[config.mk]
export PLATFORM = sky130hd
export DESIGN_NAME = grid_snap_xy_route_unit
export DESIGN_NICKNAME = d
export VERILOG_FILES = /design/src/hw/rtl/gsr_pkg.sv /design/src/hw/rtl/grid_snap_xy_route_unit.sv /design/src/hw/rtl/gsr_front.sv /design/src/hw/rtl/gsr_queue.sv /design/src/hw/rtl/gsr_back.sv
export SDC_FILE = /design/constraint.sdc
export NUM_CORES = 1
export LEC_CHECK = 0
export ABC_AREA = 1
export BUFFER_PORTS_ARGS = -buffer_cell sky130_fd_sc_hd__buf_4
export CAP_MARGIN = 20
export CORE_ASPECT_RATIO = 1.75
export CORE_UTILIZATION = 30
export DETAILED_ROUTE_END_ITERATION = 6
export GPL_ROUTABILITY_DRIVEN = 0
export GPL_TIMING_DRIVEN = 0
export PLACE_DENSITY_LB_ADDON = 0.12
export SETUP_SLACK_MARGIN = 0.5
export SLEW_MARGIN = 20
export SYNTH_ARGS = -nofsm -noshare
export SYNTH_HDL_FRONTEND = slang
export SYNTH_SLANG_ARGS = --single-unit
[constraint.sdc]
create_clock -name clk -period 6.03 [get_ports clk]
set_input_delay 1.5075 -clock clk [delete_from_list [all_inputs] [get_ports clk]]
set_output_delay 1.5075 -clock clk [all_outputs]
set_load 0.02 [all_outputs]
[src/hw/rtl/gsr_pkg.sv]
`default_nettype none
package gsr_pkg;

  // grid size and field widths
  localparam int GRID_LINES = 15;
  localparam int IDX_W      = $clog2(GRID_LINES + 1);
  localparam int POS_W      = 16;
  localparam int CELL_W     = 10;
  localparam int ROAD_W     = 8;
  localparam int PITCH_W    = 11;
  localparam int HALF_W     = ROAD_W - 1;
  localparam int PITCH_MAX  = (1 << CELL_W) - 1 + (1 << ROAD_W) - 1;

  // snap thresholds run over odd multiples of the pitch
  localparam int THR_W = $clog2((2 * GRID_LINES + 1) * PITCH_MAX + 1);
  localparam int CMP_W = (THR_W > POS_W + 1) ? THR_W : POS_W + 1;

  // front to back queue
  localparam int QUEUE_DEPTH = 2;
  localparam int QPTR_W      = $clog2(QUEUE_DEPTH);
  localparam int QCNT_W      = $clog2(QUEUE_DEPTH + 1);

  // register file
  localparam int APB_W      = 32;
  localparam int ADDR_W     = 3;
  localparam int REG_IDX_W  = ADDR_W - 2;
  localparam int CELL_RESET = 64;
  localparam int ROAD_RESET = 16;
  localparam logic [REG_IDX_W-1:0] REG_CELL = 1'b0;
  localparam logic [REG_IDX_W-1:0] REG_ROAD = 1'b1;

  typedef struct packed {
    logic [PITCH_W-1:0] pitch;
    logic [HALF_W-1:0]  half;
  } cfg_t;

  typedef struct packed {
    logic [IDX_W-1:0] sc;
    logic [IDX_W-1:0] sr;
    logic [IDX_W-1:0] ec;
    logic [IDX_W-1:0] er;
    logic [POS_W-1:0] sx_node;
    logic [POS_W-1:0] sy_node;
    logic [POS_W-1:0] ex;
    logic [POS_W-1:0] ey;
  } job_t;

endpackage
`default_nettype wire

[src/hw/rtl/grid_snap_xy_route_unit.sv]
// flow: a taken request is snapped over GRID_LINES threshold steps, written to the job queue
//   and loaded by the back; waypoints then leave one per cycle while pop keeps up, with a turn
//   after the columns and after the rows; results <= 2*GRID_LINES+3 per request,
//   snapping and emission overlap through a two-entry job queue; pop stalls hold emission
// reset (rst, synchronous): the job queue, state machines and the result slot clear,
//   block_len returns to 64 and road_len to 16
`default_nettype none
module grid_snap_xy_route_unit (
  input  logic                       clk,
  input  logic                       rst,
  // request side
  input  logic                       push,
  output logic                       full,
  input  logic [gsr_pkg::POS_W-1:0]  start_x,
  input  logic [gsr_pkg::POS_W-1:0]  start_y,
  input  logic [gsr_pkg::POS_W-1:0]  end_x,
  input  logic [gsr_pkg::POS_W-1:0]  end_y,
  // waypoint side
  output logic                       empty,
  input  logic                       pop,
  output logic [gsr_pkg::POS_W-1:0]  point_x,
  output logic [gsr_pkg::POS_W-1:0]  point_y,
  output logic                       last,
  // register port
  input  logic                       psel,
  input  logic                       penable,
  input  logic                       pwrite,
  input  logic [gsr_pkg::ADDR_W-1:0] paddr,
  input  logic [gsr_pkg::APB_W-1:0]  pwdata,
  output logic [gsr_pkg::APB_W-1:0]  prdata,
  output logic                       pready
);
  import gsr_pkg::*;

  logic [CELL_W-1:0]    block_len;
  logic [ROAD_W-1:0]    road_len;
  logic [REG_IDX_W-1:0] reg_idx;
  logic                 reg_wr;
  cfg_t                 cfg;

  job_t front_job;
  logic front_job_valid;
  job_t queue_job;
  logic queue_full;
  logic queue_empty;
  logic back_pop;

  // register file: word addressed, byte offset bits ignored
  assign pready  = 1'b1;
  assign reg_idx = paddr[ADDR_W-1:2];
  assign reg_wr  = psel && penable && pwrite;

  always_ff @(posedge clk) begin
    if (rst) begin
      block_len <= CELL_W'(CELL_RESET);
      road_len  <= ROAD_W'(ROAD_RESET);
    end else if (reg_wr) begin
      case (reg_idx)
        REG_CELL: block_len <= pwdata[CELL_W-1:0];
        REG_ROAD: road_len  <= pwdata[ROAD_W-1:0];
        default: ;
      endcase
    end
  end

  always_comb begin
    case (reg_idx)
      REG_CELL: prdata = APB_W'(block_len);
      REG_ROAD: prdata = APB_W'(road_len);
      default:  prdata = '0;
    endcase
  end

  // node pitch and offset, truncating half of the road
  assign cfg.pitch = PITCH_W'(block_len) + PITCH_W'(road_len);
  assign cfg.half  = road_len[ROAD_W-1:1];

  // front: takes a request and snaps all four coordinates in parallel,
  // one candidate node index per cycle against a shared running threshold
  gsr_front u_front (
    .clk       (clk),
    .rst       (rst),
    .cfg       (cfg),
    .push      (push),
    .full      (full),
    .start_x   (start_x),
    .start_y   (start_y),
    .end_x     (end_x),
    .end_y     (end_y),
    .job_valid (front_job_valid),
    .job       (front_job),
    .job_full  (queue_full)
  );

  // snapped jobs wait here so the front can start on the next request
  gsr_queue u_queue (
    .clk     (clk),
    .rst     (rst),
    .wr_en   (front_job_valid),
    .wr_data (front_job),
    .full    (queue_full),
    .rd_en   (back_pop),
    .rd_data (queue_job),
    .empty   (queue_empty)
  );

  // back: walks the start row, then the end column, into a one-item result slot
  gsr_back u_back (
    .clk       (clk),
    .rst       (rst),
    .cfg       (cfg),
    .job_empty (queue_empty),
    .job       (queue_job),
    .job_pop   (back_pop),
    .empty     (empty),
    .pop       (pop),
    .point_x   (point_x),
    .point_y   (point_y),
    .last      (last)
  );

endmodule
`default_nettype wire

[src/hw/rtl/gsr_front.sv]
`default_nettype none
module gsr_front (
  input  logic                        clk,
  input  logic                        rst,
  input  gsr_pkg::cfg_t               cfg,
  input  logic                        push,
  output logic                        full,
  input  logic [gsr_pkg::POS_W-1:0]   start_x,
  input  logic [gsr_pkg::POS_W-1:0]   start_y,
  input  logic [gsr_pkg::POS_W-1:0]   end_x,
  input  logic [gsr_pkg::POS_W-1:0]   end_y,
  output logic                        job_valid,
  output gsr_pkg::job_t               job,
  input  logic                        job_full
);
  import gsr_pkg::*;

  localparam logic [1:0] F_IDLE = 2'd0;
  localparam logic [1:0] F_RUN  = 2'd1;
  localparam logic [1:0] F_PUSH = 2'd2;

  logic [1:0]       state;
  logic [IDX_W-1:0] step;
  logic [CMP_W-1:0] thresh;
  logic [CMP_W-1:0] d2 [4];
  logic [IDX_W-1:0] q [4];
  logic [POS_W-1:0] sx_node;
  logic [POS_W-1:0] sy_node;
  logic [POS_W-1:0] ex;
  logic [POS_W-1:0] ey;
  logic [3:0]       inc;

  // twice the distance past the first node, zero at or below it or when the pitch is zero
  function automatic logic [CMP_W-1:0] dist2(input logic [POS_W-1:0] pos,
                                             input logic [HALF_W-1:0] half,
                                             input logic pitch_zero);
    logic [POS_W-1:0] d;
    d = pos - POS_W'(half);
    if (pitch_zero || pos <= POS_W'(half)) return '0;
    return CMP_W'({d, 1'b0});
  endfunction

  // one threshold per step: index k wins when 2d > (2k-1)*pitch
  always_comb begin
    for (int a = 0; a < 4; a++) inc[a] = d2[a] > thresh;
  end

  always_ff @(posedge clk) begin
    if (rst) begin
      state <= F_IDLE;
    end else begin
      case (state)
        F_IDLE: begin
          if (push) begin
            d2[0]   <= dist2(start_x, cfg.half, cfg.pitch == '0);
            d2[1]   <= dist2(start_y, cfg.half, cfg.pitch == '0);
            d2[2]   <= dist2(end_x, cfg.half, cfg.pitch == '0);
            d2[3]   <= dist2(end_y, cfg.half, cfg.pitch == '0);
            for (int a = 0; a < 4; a++) q[a] <= '0;
            sx_node <= POS_W'(cfg.half);
            sy_node <= POS_W'(cfg.half);
            ex      <= end_x;
            ey      <= end_y;
            thresh  <= CMP_W'(cfg.pitch);
            step    <= IDX_W'(1);
            state   <= F_RUN;
          end
        end
        F_RUN: begin
          for (int a = 0; a < 4; a++) q[a] <= q[a] + IDX_W'(inc[a]);
          if (inc[0]) sx_node <= sx_node + POS_W'(cfg.pitch);
          if (inc[1]) sy_node <= sy_node + POS_W'(cfg.pitch);
          thresh <= thresh + CMP_W'({cfg.pitch, 1'b0});
          if (step == IDX_W'(GRID_LINES)) state <= F_PUSH;
          else step <= step + IDX_W'(1);
        end
        F_PUSH: begin
          if (!job_full) state <= F_IDLE;
        end
        default: state <= F_IDLE;
      endcase
    end
  end

  assign full      = state != F_IDLE;
  assign job_valid = state == F_PUSH;

  always_comb begin
    job.sc      = q[0];
    job.sr      = q[1];
    job.ec      = q[2];
    job.er      = q[3];
    job.sx_node = sx_node;
    job.sy_node = sy_node;
    job.ex      = ex;
    job.ey      = ey;
  end

endmodule
`default_nettype wire

[src/hw/rtl/gsr_queue.sv]
`default_nettype none
module gsr_queue (
  input  logic          clk,
  input  logic          rst,
  input  logic          wr_en,
  input  gsr_pkg::job_t wr_data,
  output logic          full,
  input  logic          rd_en,
  output gsr_pkg::job_t rd_data,
  output logic          empty
);
  import gsr_pkg::*;

  job_t              mem [QUEUE_DEPTH];
  logic [QPTR_W-1:0] wr_ptr;
  logic [QPTR_W-1:0] rd_ptr;
  logic [QCNT_W-1:0] count;
  logic              do_wr;
  logic              do_rd;

  assign full    = count == QCNT_W'(QUEUE_DEPTH);
  assign empty   = count == '0;
  assign do_wr   = wr_en && !full;
  assign do_rd   = rd_en && !empty;
  assign rd_data = mem[rd_ptr];

  always_ff @(posedge clk) begin
    if (do_wr) mem[wr_ptr] <= wr_data;
  end

  always_ff @(posedge clk) begin
    if (rst) begin
      wr_ptr <= '0;
      rd_ptr <= '0;
      count  <= '0;
    end else begin
      if (do_wr) begin
        wr_ptr <= (wr_ptr == QPTR_W'(QUEUE_DEPTH - 1)) ? '0 : wr_ptr + QPTR_W'(1);
      end
      if (do_rd) begin
        rd_ptr <= (rd_ptr == QPTR_W'(QUEUE_DEPTH - 1)) ? '0 : rd_ptr + QPTR_W'(1);
      end
      if (do_wr && !do_rd) count <= count + QCNT_W'(1);
      else if (do_rd && !do_wr) count <= count - QCNT_W'(1);
    end
  end

endmodule
`default_nettype wire

[src/hw/rtl/gsr_back.sv]
`default_nettype none
module gsr_back (
  input  logic                      clk,
  input  logic                      rst,
  input  gsr_pkg::cfg_t             cfg,
  input  logic                      job_empty,
  input  gsr_pkg::job_t             job,
  output logic                      job_pop,
  output logic                      empty,
  input  logic                      pop,
  output logic [gsr_pkg::POS_W-1:0] point_x,
  output logic [gsr_pkg::POS_W-1:0] point_y,
  output logic                      last
);
  import gsr_pkg::*;

  localparam logic [2:0] B_IDLE  = 3'd0;
  localparam logic [2:0] B_START = 3'd1;
  localparam logic [2:0] B_COLS  = 3'd2;
  localparam logic [2:0] B_ROWS  = 3'd3;
  localparam logic [2:0] B_END   = 3'd4;
  localparam logic [2:0] B_RAW   = 3'd5;

  logic [2:0]       bstate;
  logic             out_valid;
  logic             out_free;
  logic             emit_now;
  logic [IDX_W-1:0] col;
  logic [IDX_W-1:0] row;
  logic [IDX_W-1:0] ec;
  logic [IDX_W-1:0] er;
  logic [POS_W-1:0] xc;
  logic [POS_W-1:0] yc;
  logic [POS_W-1:0] ex;
  logic [POS_W-1:0] ey;
  logic [IDX_W-1:0] col_next;
  logic [IDX_W-1:0] row_next;
  logic [POS_W-1:0] xc_next;
  logic [POS_W-1:0] yc_next;

  assign out_free = !out_valid || pop;
  assign job_pop  = bstate == B_IDLE && !job_empty;
  assign empty    = !out_valid;

  // a new item goes into the result slot this cycle
  always_comb begin
    case (bstate)
      B_START: emit_now = out_free;
      B_COLS:  emit_now = out_free && (col != ec);
      B_ROWS:  emit_now = out_free && (row != er);
      B_END:   emit_now = out_free;
      B_RAW:   emit_now = out_free;
      default: emit_now = 1'b0;
    endcase
  end

  // one grid step toward the target on each axis, coordinates wrap at 16 bits
  always_comb begin
    if (ec > col) begin
      col_next = col + IDX_W'(1);
      xc_next  = xc + POS_W'(cfg.pitch);
    end else begin
      col_next = col - IDX_W'(1);
      xc_next  = xc - POS_W'(cfg.pitch);
    end
    if (er > row) begin
      row_next = row + IDX_W'(1);
      yc_next  = yc + POS_W'(cfg.pitch);
    end else begin
      row_next = row - IDX_W'(1);
      yc_next  = yc - POS_W'(cfg.pitch);
    end
  end

  always_ff @(posedge clk) begin
    if (rst) begin
      bstate    <= B_IDLE;
      out_valid <= 1'b0;
    end else begin
      if (emit_now) out_valid <= 1'b1;
      else if (pop) out_valid <= 1'b0;
      case (bstate)
        B_IDLE: begin
          if (!job_empty) begin
            col    <= job.sc;
            row    <= job.sr;
            ec     <= job.ec;
            er     <= job.er;
            xc     <= job.sx_node;
            yc     <= job.sy_node;
            ex     <= job.ex;
            ey     <= job.ey;
            bstate <= B_START;
          end
        end
        B_START: begin
          if (out_free) begin
            point_x   <= xc;
            point_y   <= yc;
            last      <= 1'b0;
            bstate    <= B_COLS;
          end
        end
        B_COLS: begin
          if (out_free) begin
            if (col != ec) begin
              col       <= col_next;
              xc        <= xc_next;
              point_x   <= xc_next;
              point_y   <= yc;
              last      <= 1'b0;
            end else begin
              bstate <= B_ROWS;
            end
          end
        end
        B_ROWS: begin
          if (out_free) begin
            if (row != er) begin
              row       <= row_next;
              yc        <= yc_next;
              point_x   <= xc;
              point_y   <= yc_next;
              last      <= 1'b0;
            end else begin
              bstate <= B_END;
            end
          end
        end
        B_END: begin
          if (out_free) begin
            point_x   <= xc;
            point_y   <= yc;
            last      <= 1'b0;
            bstate    <= B_RAW;
          end
        end
        B_RAW: begin
          if (out_free) begin
            point_x   <= ex;
            point_y   <= ey;
            last      <= 1'b1;
            bstate    <= B_IDLE;
          end
        end
        default: bstate <= B_IDLE;
      endcase
    end
  end

endmodule
`default_nettype wire

==> flow_summary.ini, run 1 <==
[global_route]
grt.overflow.total = 0
grt_pass1_vias = 19200
grt_pass1_wl_mm = 116
grt_use_total_pct = 18.1
antenna_found_initial = 0
grt_max_degree = 28

[synthesis]
synth_top_area_share_pct = 51.7
netlist_instances = 2615
synthArstFlopShare_pct = 0
synth_area_leaders = edfxtp_1, nand2_1, ha_1
syn_avg_cell_area_um2 = 9.73
synth_top_cell_by_area = edfxtp_1
ys_seq_area_share_pct = 54.0
synth_common_cells = nand2_1, edfxtp_1, inv_1
yosysWarnings = 0
synth-seq-cells = 467
yosysMostFrequentCell = nand2_1
synth_ff_type = edfxtp_1
synth_edf_count = 438
netlist_area_um2 = 25400
ys_types = 62

[final_layout]
nets = 3139
layout.cells.non_filler = 3941
register_area_um2 = 13700
final.fill_count = 8334
final_core_util_pct = 35.7
final_cell_area_um2 = 29800
n_antenna_cell = 0
drive_above_1_share_pct = 12.1
area_growth_pct = 17.3
multi_input_area_um2 = 10500

[setup_path]
crit_path_max_fanout = 10
r2r_start = road_len[2]
ff2ff_path_depth = 18
critPathRequiredTime_ns = 6.39
r2r-end = u_back.point_x[12]
worst_setup_path_start_kind = flip-flop
crit_arrival_ns = 5.67
rrSetupSlack_ns = 0.72
crit_type = reg2reg
crit_path_end_kind = flip-flop

[pwr]
worst_ir_drop_vdd_mv = 0.224
p_leak_nw = 12.3
p_per_area_nw_per_um2 = 378
p_total_mw = 11.3

[placement]
dp_hpwl_mm = 62.1
dp_slack_ns = 0.355
place_area_um2 = 28300
placed_cells = 3854
portBuffers = 126

[clocking]
cts_sinks = 467
cts_setup_buffers = 0
clk_pin_slew_ns = 0.07
cts_tree = done
cts_root_buffer = clkbuf_16
numCtsBuffers = 47
htree_num_levels = 2
clkLatencyLatePin_ns = 0.62
cts_buffer_depth = 3

[floorplan]
top_level_ports = 174
die_w_um = 222
rows = 140
fp.coreArea_um2 = 83600
start_util_pct = 30.4
die_h_um = 387
die_area_um2 = 86000

[hold_path]
worstHoldPathType = reg2reg
hold_start = u_front.ey[15]
hold_path_end = u_queue.mem[1][15]
hold_path_depth = 0

[detailed_routing]
drc = 0
num_vias = 19100
wl_per_cell_um = 19.9
routed_via_density = 4.84
ant_nets = 0
drt-initial-drc-count = 1006
totalWireLength_mm = 78.4
dr.pass1.iters = 5

[flow_run]
drv_cap = 0

[sta]
worstMarginPinSlew_ns = 0.922
slew_viol_final = 0
rsz0062_at_grt = no
min_period_over_period_pct = 88.1
hold_viol = 0
layout_setup_ws_ns = 0.719
fmax_mhz = 188
setup_viol = 0
slew_headroom_pct = 38.3
skew_ns = 0.0136
fin_crit_ns = 5.31

[run_status]
status = complete, no violations
[cell usage in the layout, fill, tap and decap left out, types with 39 or more instances in the layout]
| cell type | count |
|---|---|
| a21oi_1 | 180 |
| xor2_1 | 39 |
| clkbuf_1 | 51 |
| nand3_1 | 113 |
| clkbuf_16 | 47 |
| ha_1 | 183 |
| inv_1 | 237 |
| nor2_1 | 219 |
| buf_4 | 152 |
| o21ai_0 | 152 |
| nand2_1 | 641 |
| edfxtp_1 | 438 |
[cells by family (layout without fill, tap and decap cells)]
group	after synthesis	in the layout	share of synthesized area, %
AOI/OAI and AO/OA	447	447	9.87
xor gates and xnor gates	60	60	2.17
adders and majority gates	195	195	9.94
buffers and inverters	320	560	5.20
DFF	467	467	54.0
muxes	3	3	0.118
other	2	23	0.0295
and+or+nand+nor	1121	1121	18.7
[power by group]
| part | switching [mW] | internal, mW | total, mW |
|---|---|---|---|
| logic | 2.63 | 1.30 | 3.93 |
| registers | 0.203 | 4.10 | 4.30 |
| clock network | 1.37 | 1.68 | 3.05 |
| total | 4.20 | 7.08 | 11.3 |
[per-stage QoR]
stage | hold slack [ns] | TNS (ns)
floorplan | 0.421 | 0
global placement | 0.425 | -328.88
detailed placement | 0.433 | 0
CTS | 0.445 | 0
global route | 0.450 | 0
finish | 0.446 | 0
[repair_timing]
action | 4_1_cts | 5_1_grt
hold buffers | 0 | 0
gates cloned | 0 | 0
endpoints found under the setup margin | 4 | 4
gates resized for setup | 3 | 1
[worst max-delay path: stages, from the launching register on]
cell	delay [ns]
dfxtp_2	0.60
ha_1	0.39
xor2_2	0.66
nor2_1	0.10
nand3_1	0.27
nor2_1	0.07
nand2_1	0.21
nand2_1	0.15
nand2_1	0.09
o21ai_0	0.17
ha_1	0.40
a21oi_1	0.14
a21boi_0	0.41
o21ai_0	0.22
a21boi_0	0.47
o21ai_0	0.16
or2_2	0.31
nand3_1	0.15
nand2_1	0.08
[sequential cells by signal, summed over array words and instances (netlist names), 8 cells and up, named ones only]
name / flops
block_len: 10
road_len: 8
u_back.ex: 16
u_back.ey: 16
u_back.point_x: 16
u_back.point_y: 16
u_back.xc: 16
u_back.yc: 16
u_front.d2: 64
u_front.ex: 16
u_front.ey: 16
u_front.q: 16
u_front.sx_node: 16
u_front.sy_node: 16
u_front.thresh: 17
u_queue.mem: 160
[layer usage]
metal  up-vias  track usage (%)  wire (um)
li1       9464                -          -
met5         -                0          0
met4         0             10.8       4760
met2       445             34.3      41600
met1      8987             18.8      29400
met3       164             2.18       2670
[layout make-up]
class / count / area share, %
Sequential cell: 467 / 46.0
Multi-Input combinational cell: 1849 / 35.3
Timing Repair Buffer: 153 / 4.50
Tap cell: 1065 / 4.47
Clock buffer: 55 / 4.04
Inverter: 244 / 3.08
Buffer: 76 / 1.36
Clock inverter: 32 / 1.23
[worst max-delay path by stage]
stage / from / endpoint / slack, ns / cells past startpoint
4_1_cts: block_len[0] / u_back.point_x[12] / 0.63 / 20
2_1_floorplan: pop / u_back.last / 0.56 / 4
3_5_place_dp: road_len[1] / u_back.point_x[12] / 0.36 / 19
5_1_grt: road_len[2] / u_back.point_x[12] / 0.51 / 18
3_3_place_gp: pop / u_back.yc[12] / -2.98 / 5
6_report: road_len[2] / u_back.point_x[12] / 0.72 / 18
Note: power is estimated with default switching activity, not from simulation.
==> run 2, diff against run 1 <==
==> constraint.sdc (replaced) <==
create_clock -name clk -period 4.25 [get_ports clk]
set_input_delay 1.0625 -clock clk [delete_from_list [all_inputs] [get_ports clk]]
set_output_delay 1.0625 -clock clk [all_outputs]
set_load 0.02 [all_outputs]
==> flow_summary.ini, run 2 (same netlist as run 1, synthesis figures left out) <==
[run_status]
status = complete, no violations

[sta]
slew_viol_final = 0
fmax_mhz = 256
worstMarginPinSlew_ns = 1.06
tns_ns = 0
hold_viol = 0
min_period_over_period_pct = 92.0
hold_ws_ns = 0.444
rsz0062_at_grt = yes
fin_crit_ns = 3.91
skew_ns = 0.0143
layout_setup_ws_ns = 0.340
setup_viol = 0
slew_headroom_pct = 28.8

[setup_path]
r2r-end = u_back.point_x[12]
r2r_start = block_len[0]
worst_setup_path_start_kind = flip-flop
crit_start = block_len[0]
crit_arrival_ns = 4.27
crit_path_end_kind = flip-flop
ff2ff_path_depth = 19
critPathRequiredTime_ns = 4.61
crit_end = u_back.point_x[12]
crit_type = reg2reg
crit_path_max_fanout = 4
rrSetupSlack_ns = 0.34

[clocking]
cts_sinks = 467
clkLatencyLatePin_ns = 0.62
ctsHoldBuffers = 0
cts_root_buffer = clkbuf_16
htree_num_levels = 2
cts_tree = done
clk_pin_slew_ns = 0.06
cts_buffer_depth = 3
numCtsBuffers = 47

[final_layout]
layout_commonest_cell = nand2_1
final.fill_count = 8206
final_cell_area_um2 = 31400
register_area_um2 = 13700
largest_reg_flops = 160
final_cell_mix = nand2_1, edfxtp_1, inv_1
nets = 3194
area_growth_pct = 23.4
drive_above_1_share_pct = 19.0
multi_input_area_um2 = 11500
n_antenna_cell = 0
top_register = u_queue.mem
top_regs = u_queue.mem: 160 flops, u_front.d2: 64 flops, u_front.thresh: 17 flops

[placement]
dp_slack_ns = -1.36
place_area_um2 = 28300
portBuffers = 126
dp_hpwl_mm = 62.0

[floorplan]
rows = 140
fp.coreArea_um2 = 83600
die_h_um = 387
top_level_ports = 174
die_w_um = 222
start_util_pct = 30.4
die_area_um2 = 86000

[hold_path]
worstHoldPathType = reg2reg

[detailed_routing]
drt-initial-drc-count = 1083
ant_nets = 0
totalWireLength_mm = 80.9
wl_per_cell_um = 20.3
num_vias = 19400
routed_via_density = 4.86
dr.pass1.iters = 5
drc = 0

[global_route]
antenna_found_initial = 0
grt_pass1_vias = 19500
grt_pass1_wl_mm = 118
grt_use_total_pct = 18.5
grt_use_met1_pct = 19.3
grt_max_degree = 26
use_met2_pct = 34.8
use_met3_pct = 2.10
busiest_layer = met2
grt.overflow.total = 0

[pwr]
worst_ir_drop_vdd_mv = 0.295
p_per_area_nw_per_um2 = 559
p_leak_nw = 12.8
p_total_mw = 17.5

[flow_run]
drv_cap = 0
[run 2: changes by cell type in the layout (fill, tap and decap cells not counted), moves of 19 or more]
cell / delta
ha_1: -20
o21ai_0: -37
ha_4: +19
o21ai_2: +21
nand2_2: +23
nand2_1: -35
buf_4: +56
nand3_1: -19
[run 2: power breakdown]
| part | switching [mW] | total, mW | internal [mW] |
|---|---|---|---|
| sequential | 0.307 | 6.12 | 5.82 |
| combinational | 4.37 | 7.00 | 2.63 |
| clock | 1.93 | 4.42 | 2.49 |
[run 2: per-layer routing]
metal | routed length, um | vias up
met3 | 2360 | 170
met1 | 30500 | 9225
li1 | - | 9565
met4 | 5260 | 0
met5 | 0 | -
met2 | 42800 | 450
[run 2: layout make-up]
class                      instances  area share, %
tap                             1065           4.25
sequential                       467           43.8
clock inverter                    24          0.881
buffer                            76           1.35
multi-input combinational       1849           36.6
timing repair buffer             208           5.91
inverter                         244           2.96
clock buffer                      59           4.26
[run 2: what timing repair did]
| action | in CTS | in global routing |
|---|---|---|
| resized for setup | 164 | 90 |
| endpoints found under the setup margin | 84 | 49 |
| pin swaps | 61 | 52 |
| buffers inserted | 52 | 7 |
[run 2: metrics by stage]
stage / std cells / utilization, %
after floorplan: 2636 / -
after global placement: 3827 / 33.3
after detailed placement: 3850 / 33.9
after CTS: 3985 / 37.0
after global routing: 3992 / 37.6
final: 3992 / 37.6
[run 2: worst min-delay path by stage]
stage	from	end	slack [ns]	cells past startpoint
3_3_place_gp	u_front.ey[12]	u_queue.mem[0][12]	0.43	0
2_1_floorplan	u_front.ey[0]	u_queue.mem[0][0]	0.42	0
4_1_cts	u_front.ex[10]	u_queue.mem[1][26]	0.44	0
5_1_grt	u_front.ex[10]	u_queue.mem[0][26]	0.45	0
3_5_place_dp	u_front.ex[10]	u_queue.mem[0][26]	0.43	0
6_report	u_front.ey[14]	u_queue.mem[0][14]	0.44	0
[run 2: worst max-delay path, stage by stage, from the launching register on]
cell and delay [ns]:
dfxtp_4 0.35, ha_4 0.16, fa_2 0.49, inv_4 0.11, nand2_4 0.07, buf_4 0.14, o21ai_1 0.24, nand2_1 0.15
nand2_1 0.11, o21ai_2 0.09, ha_1 0.34, a21oi_1 0.15, nand2_1 0.13, a21boi_4 0.18, o21ai_2 0.10, a21boi_4 0.21
o21ai_0 0.11, or2_2 0.30, nand3_1 0.13, nand2_1 0.09
